## config.mk

```make
export PLATFORM = sky130hd
export DESIGN_NAME = dual_ir_tape_pulse_timer_core_flat
export DESIGN_NICKNAME = d
export VERILOG_FILES = /design/src/hdl/dtpt_pkg.sv /design/src/hdl/dtpt_in_if.sv /design/src/hdl/dtpt_out_if.sv /design/src/hdl/dtpt_lane.sv /design/src/hdl/dtpt_merge.sv /design/src/hdl/dual_ir_tape_pulse_timer_core.sv /design/src/flat_wrapper.sv
export VERILOG_INCLUDE_DIRS = /design/src /design/src/hdl
export SDC_FILE = /design/constraint.sdc
export NUM_CORES = 1
export LEC_CHECK = 0
export CAP_MARGIN = 20
export CORE_UTILIZATION = 35
export CTS_BUF_LIST = sky130_fd_sc_hd__clkbuf_2 sky130_fd_sc_hd__clkbuf_4 sky130_fd_sc_hd__clkbuf_8
export CTS_CLUSTER_SIZE = 8
export DETAILED_ROUTE_END_ITERATION = 10
export DONT_BUFFER_PORTS = 1
export SYNTH_ARGS = -nofsm -noshare
export SYNTH_HDL_FRONTEND = slang
export SYNTH_SLANG_ARGS = --single-unit
```

## constraint.sdc

```tcl
create_clock -name i_clk -period 20.9 [get_ports i_clk]
set_clock_uncertainty 0.2 [all_clocks]
set_input_delay 1.045 -clock i_clk [delete_from_list [all_inputs] [get_ports i_clk]]
set_output_delay 1.045 -clock i_clk [all_outputs]
set_load 0.03 [all_outputs]
```

## src/hdl/dual_ir_tape_pulse_timer_core_defines.svh

```systemverilog
// Assertion macros for the file that checks its own logic.
`ifndef DUAL_IR_TAPE_PULSE_TIMER_CORE_DEFINES_SVH
`define DUAL_IR_TAPE_PULSE_TIMER_CORE_DEFINES_SVH

// Same-cycle implication, sampled on i_clk, off while i_rst_n is low.
`define DTPT_ASSERT_SAME(lbl, ante, cons, msg) \
    lbl: assert property (@(posedge i_clk) disable iff (!i_rst_n) \
        (ante) |-> (cons)) else $error(msg);

// Next-cycle implication, sampled on i_clk, off while i_rst_n is low.
`define DTPT_ASSERT_NEXT(lbl, ante, cons, msg) \
    lbl: assert property (@(posedge i_clk) disable iff (!i_rst_n) \
        (ante) |=> (cons)) else $error(msg);

`endif

```

## src/hdl/dtpt_pkg.sv

```systemverilog
package dtpt_pkg;

    localparam int TIME_BITS     = 32;
    localparam int OUT_BITS      = 32;
    localparam int DEB_BITS      = 20;
    localparam int CFG_DATA_BITS = 32;
    localparam int CFG_IDX_BITS  = 1;

    typedef logic [TIME_BITS-1:0] t_time;
    typedef logic [DEB_BITS-1:0]  t_deb;

    typedef enum logic [CFG_IDX_BITS-1:0] {
        CFG_DEBOUNCE_TICKS = 1'b0,
        CFG_MIN_HIGH_TIME  = 1'b1
    } t_cfg_idx;

    localparam t_deb                 DEBOUNCE_RESET = 20'd10000;
    localparam logic [OUT_BITS-1:0]  MIN_HIGH_RESET = 32'd1000;

    // What one lane reports to the merge stage for the current beat.
    typedef struct packed {
        logic  fire;        // settled level acted on this beat
        logic  low;         // settled level is tape
        logic  width_ok;    // candidate high time beats the minimum
        t_time cand_width;  // now minus stored entry
        t_time width;
        t_time gap;
        t_time entry;
    } t_lane_stat;

    typedef struct packed {
        logic [OUT_BITS-1:0] left_high_time;
        logic [OUT_BITS-1:0] right_high_time;
        logic [OUT_BITS-1:0] left_period;
        logic [OUT_BITS-1:0] right_period;
        logic [OUT_BITS-1:0] entry_skew;
    } t_result;

    function automatic logic [OUT_BITS-1:0] to_out(t_time v);
        logic [63:0] w;
        w = 64'(v);
        return w[OUT_BITS-1:0];
    endfunction

endpackage

```

## src/hdl/dtpt_in_if.sv

```systemverilog
interface dtpt_in_if;
    logic valid;
    logic ready;
    logic left_pin_level;
    logic right_pin_level;

    modport source (output valid, output left_pin_level, output right_pin_level,
                    input ready);
    modport sink   (input valid, input left_pin_level, input right_pin_level,
                    output ready);
endinterface

```

## src/hdl/dtpt_out_if.sv

```systemverilog
interface dtpt_out_if;
    logic        valid;
    logic        ready;
    logic [31:0] left_high_time;
    logic [31:0] right_high_time;
    logic [31:0] left_period;
    logic [31:0] right_period;
    logic signed [31:0] entry_skew;

    modport source (output valid, output left_high_time, output right_high_time,
                    output left_period, output right_period, output entry_skew,
                    input ready);
    modport sink   (input valid, input left_high_time, input right_high_time,
                    input left_period, input right_period, input entry_skew,
                    output ready);
endinterface

```

## src/hdl/dtpt_lane.sv

```systemverilog
module dtpt_lane (
    input  logic                    i_clk,
    input  logic                    i_rst_n,
    input  logic                    i_step,
    input  logic                    i_level,
    input  dtpt_pkg::t_time         i_now,
    input  dtpt_pkg::t_deb          i_debounce_ticks,
    input  logic [31:0]             i_min_high_time,
    output dtpt_pkg::t_lane_stat    o_stat
);
    import dtpt_pkg::*;

    logic  r_last_level, n_last_level;
    t_deb  r_wait, n_wait;
    logic  r_armed, n_armed;
    logic  fire_raw;
    t_time r_entry, r_width, r_gap;
    t_time cand;

    // Debounce countdown: any change restarts it, expiry acts once.
    always_comb begin
        n_last_level = r_last_level;
        n_wait       = r_wait;
        n_armed      = r_armed;
        fire_raw     = 1'b0;
        if (i_level != r_last_level) begin
            n_last_level = i_level;
            n_wait       = i_debounce_ticks;
            n_armed      = 1'b1;
        end else if (r_armed) begin
            if (r_wait <= DEB_BITS'(1)) begin
                n_wait   = '0;
                n_armed  = 1'b0;
                fire_raw = 1'b1;
            end else begin
                n_wait = r_wait - DEB_BITS'(1);
            end
        end
    end

    assign cand = i_now - r_entry;

    always_ff @(posedge i_clk) begin
        if (!i_rst_n) begin
            r_last_level <= 1'b1;
            r_wait       <= '0;
            r_armed      <= 1'b0;
            r_entry      <= '0;
            r_width      <= '0;
            r_gap        <= '0;
        end else if (i_step) begin
            r_last_level <= n_last_level;
            r_wait       <= n_wait;
            r_armed      <= n_armed;
            if (fire_raw && !r_last_level) begin
                r_gap   <= cand;
                r_entry <= i_now;
            end else if (fire_raw) begin
                r_width <= cand;
            end
        end
    end

    assign o_stat.fire       = i_step & fire_raw;
    assign o_stat.low        = ~r_last_level;
    assign o_stat.width_ok   = 64'(cand) > 64'(i_min_high_time);
    assign o_stat.cand_width = cand;
    assign o_stat.width      = r_width;
    assign o_stat.gap        = r_gap;
    assign o_stat.entry      = r_entry;

endmodule

```

## src/hdl/dtpt_merge.sv

```systemverilog
module dtpt_merge (
    input  logic                    i_clk,
    input  logic                    i_rst_n,
    input  dtpt_pkg::t_lane_stat    i_left,
    input  dtpt_pkg::t_lane_stat    i_right,
    output logic                    o_emit,
    output logic                    o_emit_left,
    output logic                    o_emit_right,
    output dtpt_pkg::t_result       o_result
);
    import dtpt_pkg::*;

    logic r_left_ready, n_left_ready;
    logic r_right_ready, n_right_ready;
    logic left_hi, right_hi;
    logic rl1, rl2, rr2, rr3;
    t_time left_w, right_w;

    assign left_hi  = i_left.fire & ~i_left.low;
    assign right_hi = i_right.fire & ~i_right.low;

    // Left acts first, then right sees what left left behind.
    always_comb begin
        rl1 = i_left.fire ? (~i_left.low & i_left.width_ok) : r_left_ready;
        o_emit_left = left_hi & rl1 & r_right_ready;
        rl2 = o_emit_left ? 1'b0 : rl1;
        rr2 = o_emit_left ? 1'b0 : r_right_ready;
        rr3 = i_right.fire ? (~i_right.low & i_right.width_ok) : rr2;
        o_emit_right = right_hi & rl2 & rr3;
        n_left_ready  = o_emit_right ? 1'b0 : rl2;
        n_right_ready = o_emit_right ? 1'b0 : rr3;
    end

    always_ff @(posedge i_clk) begin
        if (!i_rst_n) begin
            r_left_ready  <= 1'b0;
            r_right_ready <= 1'b0;
        end else begin
            r_left_ready  <= n_left_ready;
            r_right_ready <= n_right_ready;
        end
    end

    assign left_w  = left_hi ? i_left.cand_width : i_left.width;
    assign right_w = o_emit_right ? i_right.cand_width : i_right.width;

    assign o_emit                   = o_emit_left | o_emit_right;
    assign o_result.left_high_time  = to_out(left_w);
    assign o_result.right_high_time = to_out(right_w);
    assign o_result.left_period     = to_out(i_left.gap);
    assign o_result.right_period    = to_out(i_right.gap);
    assign o_result.entry_skew      = to_out(i_right.entry) - to_out(i_left.entry);

endmodule

```

## src/hdl/dual_ir_tape_pulse_timer_core.sv

```systemverilog
// Debounced pulse-width capture for two active-low tape sensors.
//
// Input channel (i_in_ch): one beat per microsecond tick carrying the raw
// left and right pin samples. Each accepted beat stamps the tick with the
// free-running time counter and advances it by one.
// Output channel (o_out_ch): one beat when both channels have a settled high
// time above the minimum: both high times, both periods and the signed
// right-minus-left entry skew.
// Config port: i_cfg_we / i_cfg_index / i_cfg_data, index 0 = debounce ticks,
// index 1 = minimum high time. Write only while the block is idle.
//
// Throughput: one input beat per cycle while the skid entry is empty. Both
// lanes debounce and subtract in parallel, the merge stage resolves ready
// flags in the same cycle. Results are registered before they reach o_out_ch.
// Stall: a main output register plus a one-entry skid register; input ready
// drops only while the skid entry is occupied, so one result may wait while
// input keeps flowing.
// Reset (synchronous, i_rst_n low): time counter, countdowns, entries, ready
// flags and output valids clear; pins are taken as pulled up; registers reload.
`include "dual_ir_tape_pulse_timer_core_defines.svh"

module dual_ir_tape_pulse_timer_core (
    input  logic                                i_clk,
    input  logic                                i_rst_n,
    dtpt_in_if.sink                             i_in_ch,
    dtpt_out_if.source                          o_out_ch,
    input  logic                                i_cfg_we,
    input  logic [dtpt_pkg::CFG_IDX_BITS-1:0]   i_cfg_index,
    input  logic [dtpt_pkg::CFG_DATA_BITS-1:0]  i_cfg_data
);
    import dtpt_pkg::*;

    t_time         r_time;
    t_deb          r_debounce_ticks;
    logic [31:0]   r_min_high_time;
    logic          step;
    t_lane_stat    left_stat, right_stat;
    logic          emit, emit_left, emit_right;
    t_result       result;

    logic          r_out_valid, r_skid_valid;
    t_result       r_out, r_skid;
    logic          push, pop;

    assign step = i_in_ch.valid & i_in_ch.ready;

    // Configuration writes.
    always_ff @(posedge i_clk) begin
        if (!i_rst_n) begin
            r_debounce_ticks <= DEBOUNCE_RESET;
            r_min_high_time  <= MIN_HIGH_RESET;
        end else if (i_cfg_we) begin
            unique case (t_cfg_idx'(i_cfg_index))
                CFG_DEBOUNCE_TICKS: r_debounce_ticks <= i_cfg_data[DEB_BITS-1:0];
                CFG_MIN_HIGH_TIME:  r_min_high_time  <= i_cfg_data[31:0];
                default: ;
            endcase
        end
    end

    // Free-running microsecond stamp: advance once per accepted beat.
    always_ff @(posedge i_clk) begin
        if (!i_rst_n) begin
            r_time <= '0;
        end else if (step) begin
            r_time <= r_time + TIME_BITS'(1);
        end
    end

    dtpt_lane u_left (
        .i_clk            (i_clk),
        .i_rst_n          (i_rst_n),
        .i_step           (step),
        .i_level          (i_in_ch.left_pin_level),
        .i_now            (r_time),
        .i_debounce_ticks (r_debounce_ticks),
        .i_min_high_time  (r_min_high_time),
        .o_stat           (left_stat)
    );

    dtpt_lane u_right (
        .i_clk            (i_clk),
        .i_rst_n          (i_rst_n),
        .i_step           (step),
        .i_level          (i_in_ch.right_pin_level),
        .i_now            (r_time),
        .i_debounce_ticks (r_debounce_ticks),
        .i_min_high_time  (r_min_high_time),
        .o_stat           (right_stat)
    );

    // Merge: ready flags are only touched when a lane fires, which needs a beat.
    dtpt_merge u_merge (
        .i_clk        (i_clk),
        .i_rst_n      (i_rst_n),
        .i_left       (left_stat),
        .i_right      (right_stat),
        .o_emit       (emit),
        .o_emit_left  (emit_left),
        .o_emit_right (emit_right),
        .o_result     (result)
    );

    // Output register with one skid entry behind it.
    assign push = step & emit;
    assign pop  = r_out_valid & o_out_ch.ready;

    always_ff @(posedge i_clk) begin
        if (!i_rst_n) begin
            r_out_valid  <= 1'b0;
            r_skid_valid <= 1'b0;
        end else if (r_skid_valid) begin
            if (pop) begin
                r_skid_valid <= 1'b0;
            end
        end else if (!r_out_valid || pop) begin
            r_out_valid <= push;
        end else if (push) begin
            r_skid_valid <= 1'b1;
        end
    end

    always_ff @(posedge i_clk) begin
        if (r_skid_valid) begin
            if (pop) begin
                r_out <= r_skid;
            end
        end else if (!r_out_valid || pop) begin
            r_out <= result;
        end else if (push) begin
            r_skid <= result;
        end
    end

    assign i_in_ch.ready            = ~r_skid_valid;
    assign o_out_ch.valid           = r_out_valid;
    assign o_out_ch.left_high_time  = r_out.left_high_time;
    assign o_out_ch.right_high_time = r_out.right_high_time;
    assign o_out_ch.left_period     = r_out.left_period;
    assign o_out_ch.right_period    = r_out.right_period;
    assign o_out_ch.entry_skew      = r_out.entry_skew;

    `DTPT_ASSERT_SAME(a_skid_behind_out, r_skid_valid, r_out_valid, "skid holds a beat with output empty")
    `DTPT_ASSERT_SAME(a_one_emit, emit_left, !emit_right, "both lanes emitted in one beat")
    `DTPT_ASSERT_NEXT(a_stall_to_skid, push && r_out_valid && !pop, r_skid_valid, "stalled result dropped")
    `DTPT_ASSERT_NEXT(a_time_step, step, r_time == $past(r_time) + TIME_BITS'(1), "time stamp did not advance")

endmodule

```

## src/flat_wrapper.sv

```systemverilog
// flat-port wrapper written by rule: the top's interface ports become plain ports
module dual_ir_tape_pulse_timer_core_flat import dtpt_pkg::*;
  (i_clk, i_rst_n, i_cfg_we, i_cfg_index, i_cfg_data, i_in_ch_valid, i_in_ch_left_pin_level, i_in_ch_right_pin_level, i_in_ch_ready, o_out_ch_valid, o_out_ch_left_high_time, o_out_ch_right_high_time, o_out_ch_left_period, o_out_ch_right_period, o_out_ch_entry_skew, o_out_ch_ready);
  dtpt_in_if i_in_ch_i ();
  dtpt_out_if o_out_ch_i ();
  input  logic i_clk;
  input  logic i_rst_n;
  input  logic i_cfg_we;
  input  logic [dtpt_pkg::CFG_IDX_BITS-1:0] i_cfg_index;
  input  logic [dtpt_pkg::CFG_DATA_BITS-1:0] i_cfg_data;
  input wire logic [$bits(i_in_ch_i.valid)-1:0] i_in_ch_valid;
  input wire logic [$bits(i_in_ch_i.left_pin_level)-1:0] i_in_ch_left_pin_level;
  input wire logic [$bits(i_in_ch_i.right_pin_level)-1:0] i_in_ch_right_pin_level;
  output wire logic [$bits(i_in_ch_i.ready)-1:0] i_in_ch_ready;
  output wire logic [$bits(o_out_ch_i.valid)-1:0] o_out_ch_valid;
  output wire logic [$bits(o_out_ch_i.left_high_time)-1:0] o_out_ch_left_high_time;
  output wire logic [$bits(o_out_ch_i.right_high_time)-1:0] o_out_ch_right_high_time;
  output wire logic [$bits(o_out_ch_i.left_period)-1:0] o_out_ch_left_period;
  output wire logic [$bits(o_out_ch_i.right_period)-1:0] o_out_ch_right_period;
  output wire logic [$bits(o_out_ch_i.entry_skew)-1:0] o_out_ch_entry_skew;
  input wire logic [$bits(o_out_ch_i.ready)-1:0] o_out_ch_ready;
  assign i_in_ch_i.valid = i_in_ch_valid;
  assign i_in_ch_i.left_pin_level = i_in_ch_left_pin_level;
  assign i_in_ch_i.right_pin_level = i_in_ch_right_pin_level;
  assign i_in_ch_ready = i_in_ch_i.ready;
  assign o_out_ch_valid = o_out_ch_i.valid;
  assign o_out_ch_left_high_time = o_out_ch_i.left_high_time;
  assign o_out_ch_right_high_time = o_out_ch_i.right_high_time;
  assign o_out_ch_left_period = o_out_ch_i.left_period;
  assign o_out_ch_right_period = o_out_ch_i.right_period;
  assign o_out_ch_entry_skew = o_out_ch_i.entry_skew;
  assign o_out_ch_i.ready = o_out_ch_ready;
  dual_ir_tape_pulse_timer_core u_core (.i_clk(i_clk), .i_rst_n(i_rst_n), .i_in_ch(i_in_ch_i), .o_out_ch(o_out_ch_i), .i_cfg_we(i_cfg_we), .i_cfg_index(i_cfg_index), .i_cfg_data(i_cfg_data));
endmodule
```

==> run_results.csv, run 1 <==
group,metric,value,unit
cts,clk_latency,760,ps
cts,post_cts_setup_buffers,0,
critical_path,crit_buf_inv,4,
cts,ctsLongestPathBuffers,3,
logic_synthesis,post_synth_num_cell_types,75,
sta,timing.final.max_slew_violations,0,
critical_path,worst-endpoint-required,21040,ps
final_layout,synthToLayoutAreaGrowth,11.6,%
sta,final_worst_setup_slack,14180,ps
worst_hold_path,min_path_cells,2,
drt,detail_route.first_pass.iterations,7,
sta,setup_tns,0,ps
global_routing,grt_antenna_before_repair,7,
critical_path,reg2reg_from,"u_core.r_time[0]",
critical_path,crit_fanout,160,
power,power_density,79.0,nW/um^2
global_routing,gr_layer_usage_met1,0.246,
sta,maxSlewHeadroom,0.166,
power,worst_voltage_drop_across_the_vdd_grid,0.0426,mV
logic_synthesis,synth-edff-count,320,
place,placed_cells,4286,
cts,htree_num_levels,3,
drt,antenna_violating_nets_post_route,0,
sta,final-hold-violation-count,0,
critical_path,nature_of_the_critical_path_startpoint,"flop",
power,power,2.80,mW
critical_path,crit_chain,"inv_1 -> ha_1 -> inv_1 -> fa_1 -> a21oi_1 -> o221a_2 -> a211oi_1 -> o211ai_1 -> a31oi_1 -> a21oi_1 -> xnor2_1 -> inv_1 -> ha_1 -> nand4_1 -> nor3_1 -> nand3_1 -> a2bb2oi_1 -> a2111oi_4 -> o21a_1 -> a21oi_1 -> nor3b_2 -> buf_12",
worst_hold_path,hp-class,"in2reg",
sta,timing.final.crit_share,0.321,
drt,drt-wirelength-per-cell,20.2,um
critical_path,end_kind,"flop",
logic_synthesis,proportion_of_synthesized_chip_area_in_sequential_cells,0.507,
global_routing,maximum_number_of_pins_on_one_net_before_global_route_repair,161,
place,routabilityCongestion,0.914,
drt,drc_errors,0,
global_routing,grt_use_total,0.194,
critical_path,cpMaxStageDelayCell,"buf_12",
drt,post_drt_via_cell_ratio,5.24,
final_layout,filler_cell_count,8931,
drt,detailedRoute.firstIterationViolations,1709,
final_layout,final_design_area_no_fill,35400,um^2
floorplan,initial_utilization,0.353,
global_routing,grt.met2_usage,0.320,
logic_synthesis,synth_largest_type_area_fraction,0.303,
flow_run,maxCapViolations,0,
cts,hold_buffers,0,
place,detailed_place_hpwl,63.8,mm
cts,tritoncts,"built",
final_layout,nets,3425,
floorplan,die_width,303,um
worst_hold_path,hold_start,"i_in_ch_left_pin_level",
place,placed_area,32900,um^2
logic_synthesis,synth.net_count,3437,
cts,sink_count,644,
critical_path,r2r_cells,22,
sta,fmax,149,MHz
critical_path,critical_path_class,"reg2reg",
logic_synthesis,ys_seq_elements,644,
critical_path,slowest_delay,640,ps
logic_synthesis,yosys.area.top_type,"edfxtp_1",
logic_synthesis,mean_cell_area_of_the_mapped_netlist,9.82,um^2
logic_synthesis,async_flop_share,0,
global_routing,first_global_vias,22466,
floorplan,core_area,89900,um^2
cts,cts-root-buf,"clkbuf_8",
critical_path,path_length_in_cells_of_the_critical_path,22,
floorplan,i_o_pin_total,202,
global_routing,gr-max-usage-layer,"met2",
final_layout,finish.utilization,0.394,
sta,total_setup_violations_reported_at_the_end_of_the_flow,0,
sta,worst-slew-pin-transition,1240,ps
final_layout,layout.cells.non_filler,4494,
sta,period_needed,6720,ps
critical_path,worst_path_dominant_cell_family,"compound AO/OA/AOI/OAI gates",
outcome,run_status,"finished clean",
global_routing,global_route.usage.met3,0.0511,
critical_path,timing.critical_path.from,"u_core.r_time[0]",
drt,route.vias.total,23551,
logic_synthesis,leading_register_cell_type_out_of_synthesis,"dfxtp_1",
floorplan,floorplan.die.height,303,um
global_routing,grt_pass1_wl,136,mm
floorplan,rows,110,
drt,detail_route.wirelength,90.8,mm
critical_path,cp.arrival,6860,ps
sta,unrepaired_setup_endpoints_after_global_routing,"no",
logic_synthesis,ys_top_cells_by_area,"edfxtp_1, dfxtp_1, nand2_1, ha_1, a21oi_1",
logic_synthesis,gate_count_after_technology_mapping,3232,
sta,holdWs,228,ps
cts,path_clk_slew,60,ps
floorplan,die_outline_area,91900,um^2
logic_synthesis,post_synthesis_cell_area,31800,um^2
power,cellLeakagePower,14.1,nW
cts,cts_made_buffers,107,
place,port_buffers,0,
final_layout,layout_cells_sized_above_1,0.131,
place,pre_cts_ws,14260,ps
cts,post_cts.resized_instances,0,
logic_synthesis,ys.warnings.count,0,
global_routing,overflow,0,
==> layout make-up <==
type | instances | area (um^2) | area share
Sequential cell | 644 | 16100 | 0.454
Multi-Input combinational cell | 2279 | 14500 | 0.410
Clock buffer | 178 | 2150 | 0.0607
Tap cell | 1176 | 1470 | 0.0415
Inverter | 155 | 592 | 0.0167
Clock inverter | 26 | 297 | 0.00837
Timing Repair Buffer | 33 | 292 | 0.00823
Antenna cell | 3 | 7.51 | 0.000212
==> kinds of logic after synthesis <==
logic type / synth area share
and+or+nand+nor: 0.158
AOI/OAI and AO/OA: 0.134
DFF: 0.507
buffers and inverters: 0.0377
muxes: 0.0654
adders and majority gates: 0.0657
xor gates and xnor gates: 0.0323
==> worst reg2reg max path, cell delays in order (launching register included) <==
cell and delay [ps]:
dfxtp_1 470, inv_1 110, ha_1 210, inv_1 90
fa_1 210, a21oi_1 100, o221a_2 320, a211oi_1 370
o211ai_1 290, a31oi_1 340, a21oi_1 130, xnor2_1 350
inv_1 100, ha_1 320, nand4_1 170, nor3_1 370
nand3_1 160, a2bb2oi_1 190, a2111oi_4 440, o21a_1 160
a21oi_1 70, nor3b_2 250, buf_12 640
==> sequential cells by signal, summed over array words and instances (netlist names), 20 cells and up <==
register	flops
u_core.u_left.r_entry	32
u_core.u_left.r_wait	20
u_core.o_out_ch.right_high_time	32
u_core.o_out_ch.left_high_time	32
u_core.u_left.r_gap	32
u_core.o_out_ch.left_period	32
u_core.o_out_ch.right_period	32
u_core.r_time	32
u_core.r_debounce_ticks	20
u_core.r_min_high_time	32
u_core.u_left.r_width	32
u_core.u_right.r_width	32
u_core.o_out_ch.entry_skew	32
u_core.u_right.r_wait	20
u_core.r_skid	160
u_core.u_right.r_entry	32
u_core.u_right.r_gap	32
==> final timing paths <==
check	slack, ps	endpoint
max reg2reg	14180	u_core.r_skid[4]
min reg2reg	250	u_core.u_left.r_entry[19]
min	230	u_core.u_left.r_last_level
max	14180	u_core.r_skid[4]
==> power by group <==
part | switching [mW] | internal, mW
clock | 0.530 | 0.723
sequential | 0.0166 | 1.33
combinational | 0.132 | 0.0687
==> cells in the mapped netlist (18+ instances only) <==
library cell  number
mux2_2           145
xor2_1            53
nor4_1            19
o21a_1            18
a221oi_1          21
nand4_1           36
ha_1             162
nor2_1           207
nor2b_1           19
a21o_1            72
a31oi_1           18
inv_1            153
nand3_1           53
a211oi_1          33
a21oi_1          329
or3_1             23
edfxtp_1         320
and2_1            41
o21bai_1          18
nand2b_1          19
xnor2_1           64
clkbuf_1         137
nor3_1            61
o21ai_0           96
dfxtp_1          324
and3_1            25
nand2_1          576
mux2_4            23
==> layout by cell type, fill, tap and decap left out, types with 9 or more instances in the layout <==
cell type / n
a221oi_1: 21
mux2i_1: 10
nand4_1: 36
nand2b_1: 19
nor2_1: 204
mux2_2: 145
nor3b_1: 9
o31ai_1: 15
and3_1: 25
buf_4: 29
a21o_1: 72
a21oi_1: 329
nand3_1: 53
clkbuf_8: 130
o21bai_1: 18
dfxtp_1: 323
nor2b_1: 19
clkbuf_4: 48
edfxtp_1: 320
clkinv_2: 9
mux2_4: 23
and2_1: 41
xor2_1: 51
o211ai_1: 14
ha_1: 162
o21ai_0: 94
or3_1: 23
xnor2_1: 64
a211oi_1: 33
nor4_1: 18
nor3_1: 61
inv_1: 152
nand2_1: 576
a31oi_1: 18
o21a_1: 18
==> per-layer routing <==
layer	share of wire	wire, um
met4	0.029	2630
met1	0.42	38300
met2	0.47	43100
met3	0.074	6730
met5	0.00051	46
No activity file was read; power rests on OpenSTA's default activity.
==> run 2, diff against run 1 <==
==> constraint.sdc (replaced) <==
create_clock -name i_clk -period 6.5 [get_ports i_clk]
set_clock_uncertainty 0.2 [all_clocks]
set_input_delay 0.325 -clock i_clk [delete_from_list [all_inputs] [get_ports i_clk]]
set_output_delay 0.325 -clock i_clk [all_outputs]
set_load 0.03 [all_outputs]
==> run_results.csv, run 2 (synthesized netlist as in run 1, its figures left out) <==
group,metric,value,unit
sta,maxSlewHeadroom,0.228,
drt,detail_route.first_pass.iterations,6,
floorplan,initial_utilization,0.353,
critical_path,worstSetupEndpoint,"u_core.o_out_ch.right_high_time[1]",
drt,drt-wirelength-per-cell,20.1,um
place,placed_cells,4303,
final_layout,final_common_cell,"nand2_1",
drt,post_drt_via_cell_ratio,5.28,
power,cellInternalPower,6.69,mW
drt,antenna_violating_nets_post_route,0,
sta,worst-slew-pin-transition,1140,ps
floorplan,die_outline_area,91900,um^2
cts,sink_count,644,
flow_run,maxCapViolations,0,
drt,detailroute.wirelength.met2,44.7,mm
drt,wl_met1,39.3,mm
global_routing,grt_use_total,0.196,
power,p_seq_frac,0.486,
final_layout,register_cell_area_after_layout,16100,um^2
critical_path,critical_path_class,"reg2reg",
outcome,run_status,"finished clean",
power,clock_power_share,0.434,
critical_path,cp.arrival,6190,ps
critical_path,nature_of_the_critical_path_startpoint,"flop",
sta,final-hold-violation-count,0,
power,p_switching,2.20,mW
worst_hold_path,hp-class,"in2reg",
sta,final_worst_setup_slack,600,ps
sta,unrepaired_setup_endpoints_after_global_routing,"no",
power,worst_voltage_drop_across_the_vdd_grid,0.153,mV
final_layout,filler_cell_count,8823,
cts,path_clk_slew,60,ps
worst_hold_path,min_path_cells,3,
final_layout,layout.cells.most_common_list,"nand2_1, a21oi_1, edfxtp_1, dfxtp_1, nor2_1",
place,detailed_place_hpwl,64.9,mm
power,switching_share,0.248,
drt,met3RoutedLength,5.75,mm
sta,period_needed,5900,ps
power,power.combinational.fraction,0.080,
drt,drc_errors,0,
critical_path,timing.rr.end,"u_core.o_out_ch.right_high_time[1]",
global_routing,grt_antenna_before_repair,7,
critical_path,r2r_cells,21,
final_layout,final_design_area_no_fill,36200,um^2
critical_path,worst-endpoint-required,6800,ps
cts,tritoncts,"built",
place,port_buffers,0,
drt,top_layer,"met5",
final_layout,layout.cells.non_filler,4576,
final_layout,multiInputGateArea,14600,um^2
place,pre_cts_ws,684,ps
floorplan,i_o_pin_total,202,
power,power,8.90,mW
final_layout,max_reg_flops,160,
sta,total_setup_violations_reported_at_the_end_of_the_flow,0,
global_routing,first_global_vias,22791,
sta,timing.final.max_slew_violations,0,
drt,detail_route.wirelength,91.9,mm
floorplan,die_width,303,um
cts,cts-root-buf,"clkbuf_8",
final_layout,finish.utilization,0.403,
power,power_density,245,nW/um^2
sta,timing.final.crit_share,0.908,
drt,detailedRoute.firstIterationViolations,1780,
sta,fmax,170,MHz
cts,cts_made_buffers,109,
critical_path,regToRegSetupSlack,600,ps
critical_path,reg2reg_from,"u_core.u_left.r_entry[1]",
critical_path,timing.critical_path.from,"u_core.u_left.r_entry[1]",
final_layout,layout_cells_sized_above_1,0.137,
critical_path,crit_fanout,40,
cts,htree_num_levels,3,
global_routing,grt_pass1_wl,138,mm
final_layout,nets,3510,
cts,clk_latency,770,ps
final_layout,top_register,"u_core.r_skid",
power,cellLeakagePower,14.4,nW
floorplan,floorplan.die.height,303,um
critical_path,end_kind,"flop",
drt,route.vias.total,24153,
global_routing,overflow,0,
final_layout,synthToLayoutAreaGrowth,14.1,%
global_routing,maximum_number_of_pins_on_one_net_before_global_route_repair,122,
cts,ctsLongestPathBuffers,3,
place,placed_area,33200,um^2
place,routabilityCongestion,0.915,
floorplan,core_area,89900,um^2
floorplan,rows,110,
==> run 2: changes by cell type in the layout (fill, tap and decap cells not counted), sizes merged <==
cell,before,now
dlygate4sd3,0,66
buf,33,50
bufinv,6,2
clkbuf,178,180
clkinv,15,17
clkinvlp,4,2
inv,156,158
diode,3,2
==> run 2: layer usage <==
metal,vias to the layer above,GRT usage
li1,11633,-
met1,11697,0.251
met2,683,0.332
met3,134,0.0373
met4,6,0.0586
met5,-,0
==> run 2: layout make-up <==
type                       count  area share
clock buffer                 180      0.0592
sequential                   644       0.444
timing repair buffer         116      0.0313
tap                         1176      0.0406
multi-input combinational   2279       0.402
clock inverter                24     0.00556
inverter                     155      0.0163
antenna                        2    0.000138
==> run 2: worst min-delay path by stage <==
| stage | from | to |
|---|---|---|
| floorplan | u_core.u_left.r_gap[29] | u_core.r_skid[93] |
| global placement | u_core.u_left.r_entry[27] | u_core.u_left.r_entry[27] |
| detailed placement | i_rst_n | u_core.r_debounce_ticks[10] |
| CTS | o_out_ch_ready | u_core.o_out_ch.right_high_time[2] |
| global route | o_out_ch_ready | u_core.o_out_ch.right_period[6] |
| finish | o_out_ch_ready | u_core.o_out_ch.right_period[20] |
==> run 2: stage by stage <==
step           TNS (ps)  hold slack [ps]
6_report              0             68.9
4_1_cts               0             23.7
3_5_place_dp          0              242
2_1_floorplan   -322570              218
3_3_place_gp          0              237
5_1_grt               0             58.3
==> run 2: timing repair <==
| item | CTS | global route |
|---|---|---|
| hold buffers | 67 | 0 |
| setup buffers | 0 | 0 |
| gates resized for setup | 0 | 0 |
| hold endpoints to repair | 358 | 0 |
| endpoints found under the setup margin | 0 | 0 |
==> run 2: worst max-delay path, stage by stage, from the launching register on <==
cell and delay [ps]:
dfxtp_1 380, inv_1 110, ha_1 290, nor2b_1 140, o31a_1 290, o211ai_1 310
a21oi_1 200, nor2_2 240, o31ai_2 130, a221oi_2 400, xnor2_1 200, inv_1 90
ha_1 290, nand4_1 170, nor3_2 240, o211ai_1 160, o2111a_1 190, a2111oi_4 410
o2111a_2 260, buf_12 290, mux2_2 380, mux2_2 260
==> run 2: power groups by stage <==
stage                     clock (mW)  combinational, mW  sequential (mW)
final                           3.86              0.708             4.33
after CTS                       3.97              0.700             4.32
after detailed placement           0              0.646             4.41
after global placement             0              0.639             4.41
after global routing            4.14              0.776             4.33
after floorplan                    0              0.475             4.39
==> run 3, diff against run 2 <==
--- a/config.mk
+++ b/config.mk
@@ -12,6 +12,8 @@
 export CTS_CLUSTER_SIZE = 8
 export DETAILED_ROUTE_END_ITERATION = 10
 export DONT_BUFFER_PORTS = 1
+export SKIP_CTS_REPAIR_TIMING = 1
 export SYNTH_ARGS = -nofsm -noshare
 export SYNTH_HDL_FRONTEND = slang
+export SYNTH_HIERARCHICAL = 1
 export SYNTH_SLANG_ARGS = --single-unit
==> run_results.csv, run 3 <==
group,metric,value,unit
floorplan,i_o_pin_total,202,
sta,holdWs,-12.9,ps
drt,antenna_violating_nets_post_route,0,
final_layout,layout.cells.most_common_list,"nand2_1, a21oi_1, dfxtp_1, edfxtp_1, inv_1",
place,routabilityCongestion,0.944,
cts,clk_latency,770,ps
critical_path,slowest_delay,490,ps
final_layout,finish.utilization,0.400,
drt,drt-wirelength-per-cell,20.1,um
drt,detail_route.first_pass.iterations,5,
critical_path,worst-endpoint-required,6790,ps
floorplan,initial_utilization,0.354,
drt,route.vias.total,25089,
cts,ctsLongestPathBuffers,3,
sta,setup_tns,0,ps
sta,worst-slew-pin-transition,1120,ps
logic_synthesis,ys_top_cells_by_area,"edfxtp_1, dfxtp_1, nand2_1, ha_1, mux2_2",
logic_synthesis,ys_seq_elements,644,
critical_path,end_kind,"flop",
critical_path,r2r_cells,28,
outcome,failed_checks,"negative hold slack",
critical_path,critical_path_class,"reg2reg",
sta,final_worst_setup_slack,303,ps
worst_hold_path,hp-class,"in2reg",
global_routing,maximum_number_of_pins_on_one_net_before_global_route_repair,162,
place,port_buffers,0,
sta,timing.final.crit_share,0.953,
floorplan,die_width,307,um
sta,final-hold-violation-count,4,
global_routing,grt_use_total,0.199,
sta,fmax,161,MHz
cts,cts_made_buffers,108,
worst_hold_path,min_path_cells,3,
drt,detailedRoute.firstIterationViolations,2048,
cts,tritoncts,"built",
global_routing,grt_antenna_before_repair,8,
final_layout,max_reg_flops,160,
logic_synthesis,post_synth_num_cell_types,84,
outcome,run_status,"finished, violations left",
drt,drc_errors,0,
critical_path,cpMaxStageDelayCell,"a2111o_1",
final_layout,final_common_cell,"nand2_1",
logic_synthesis,synth-edff-count,320,
sta,maxSlewHeadroom,0.249,
critical_path,nature_of_the_critical_path_startpoint,"flop",
floorplan,core_area,91900,um^2
cts,htree_num_levels,3,
cts,cts-root-buf,"clkbuf_8",
cts,path_clk_slew,70,ps
final_layout,layout_cells_sized_above_1,0.140,
final_layout,synthToLayoutAreaGrowth,12.8,%
logic_synthesis,leading_register_cell_type_out_of_synthesis,"dfxtp_1",
logic_synthesis,yosys.area.top_type,"edfxtp_1",
logic_synthesis,post_synthesis_cell_area,32600,um^2
floorplan,rows,111,
logic_synthesis,synth_largest_type_area_fraction,0.295,
logic_synthesis,ys.warnings.count,6,
floorplan,floorplan.die.height,307,um
power,cellLeakagePower,14.8,nW
critical_path,critPathMostFrequentCell,"a21o_1",
global_routing,grt_pass1_wl,144,mm
logic_synthesis,proportion_of_synthesized_chip_area_in_sequential_cells,0.494,
logic_synthesis,gate_count_after_technology_mapping,3423,
floorplan,die_outline_area,94200,um^2
logic_synthesis,synthTopCellsByCount,"nand2_1, a21oi_1, dfxtp_1",
drt,post_drt_via_cell_ratio,5.24,
final_layout,top_register,"u_core/r_skid",
final_layout,nets,3657,
global_routing,overflow,0,
logic_synthesis,async_flop_share,0,
power,worst_voltage_drop_across_the_vdd_grid,0.134,mV
place,detailed_place_hpwl,67.5,mm
sta,timing.final.max_slew_violations,0,
critical_path,cp.arrival,6490,ps
place,pre_cts_ws,249,ps
sta,unrepaired_setup_endpoints_after_global_routing,"no",
logic_synthesis,synth.net_count,3628,
sta,total_setup_violations_reported_at_the_end_of_the_flow,0,
critical_path,crit_fanout,32,
final_layout,filler_cell_count,9094,
cts,sink_count,644,
power,power,8.86,mW
power,power_density,241,nW/um^2
drt,detail_route.wirelength,96.3,mm
global_routing,first_global_vias,23052,
sta,period_needed,6200,ps
logic_synthesis,synth.most_common_cell,"nand2_1",
flow_run,maxCapViolations,0,
logic_synthesis,mean_cell_area_of_the_mapped_netlist,9.51,um^2
-- run 3: cell types whose count changed after synthesis, moves of 16 or more --
cell,delta
nand3_1,+31
clkbuf_1,-32
buf_2,+33
inv_1,+70
and2_1,-18
a21oi_1,+16
nor2_1,-61
o21ai_0,+17
nor3_1,-28
buf_4,+65
xor2_1,-19
mux2_4,-23
nand2_1,+151
-- run 3: stage by stage --
stage	instance area (um^2)	instances
2_1_floorplan	32600	3423
3_3_place_gp	33700	4519
3_5_place_dp	33800	4520
4_1_cts	36000	4717
5_1_grt	36700	4787
6_report	36700	4789
-- run 3: kinds of logic after synthesis --
logic type / count (synthesis) / synth area share
mux: 163 / 0.0563
flops: 644 / 0.494
fa+ha+maj: 165 / 0.0641
xor+xnor: 107 / 0.0288
compound gates: 727 / 0.136
buf+inv: 447 / 0.0625
simple gates: 1170 / 0.158
-- run 3: final timing paths --
check,startpoint,end,slack (ps)
setup / recovery,u_core/r_time[0],u_core/o_out_ch.right_high_time[16],300
setup reg to reg,u_core/r_time[0],u_core/o_out_ch.right_high_time[16],300
hold / removal,i_rst_n,u_core/r_time[0],-10
hold reg to reg,u_core/u_right/r_gap[11],u_core/r_skid[43],240
-- run 3: layout make-up --
type / instances / area, um^2 / share of cell area
clock inverter: 27 / 211 / 0.00576
sequential: 644 / 16100 / 0.438
inverter: 225 / 845 / 0.0230
antenna: 7 / 17.5 / 0.000477
timing repair buffer: 141 / 1370 / 0.0373
tap: 1243 / 1560 / 0.0423
clock buffer: 170 / 2060 / 0.0560
multi-input combinational: 2332 / 14600 / 0.397
-- run 3: metal layers --
metal	global-route usage	vias to the layer above	part of all wire	wire [um]
met1	0.265	12117	0.44	42200
li1	-	11983	-	-
met4	0.0690	4	0.030	2910
met2	0.320	825	0.47	44900
met3	0.0382	160	0.065	6290
met5	0	-	0.00023	22
-- run 3: power by group --
part	total (mW)	switching (mW)	internal, mW
registers	4.32	0.0555	4.27
clock network	3.80	1.68	2.12
logic	0.737	0.462	0.275
-- run 3: critical path, delay by kind of cell, from the launching register on --
| kind | cells | cell delay, ps |
|---|---|---|
| muxes | 1 | 260 |
| adders and majority gates | 3 | 810 |
| AOI/OAI and AO/OA | 15 | 3090 |
| xor gates and xnor gates | 1 | 290 |
| buffers and inverters | 5 | 460 |
| and+or+nand+nor | 3 | 410 |
| DFF | 1 | 370 |
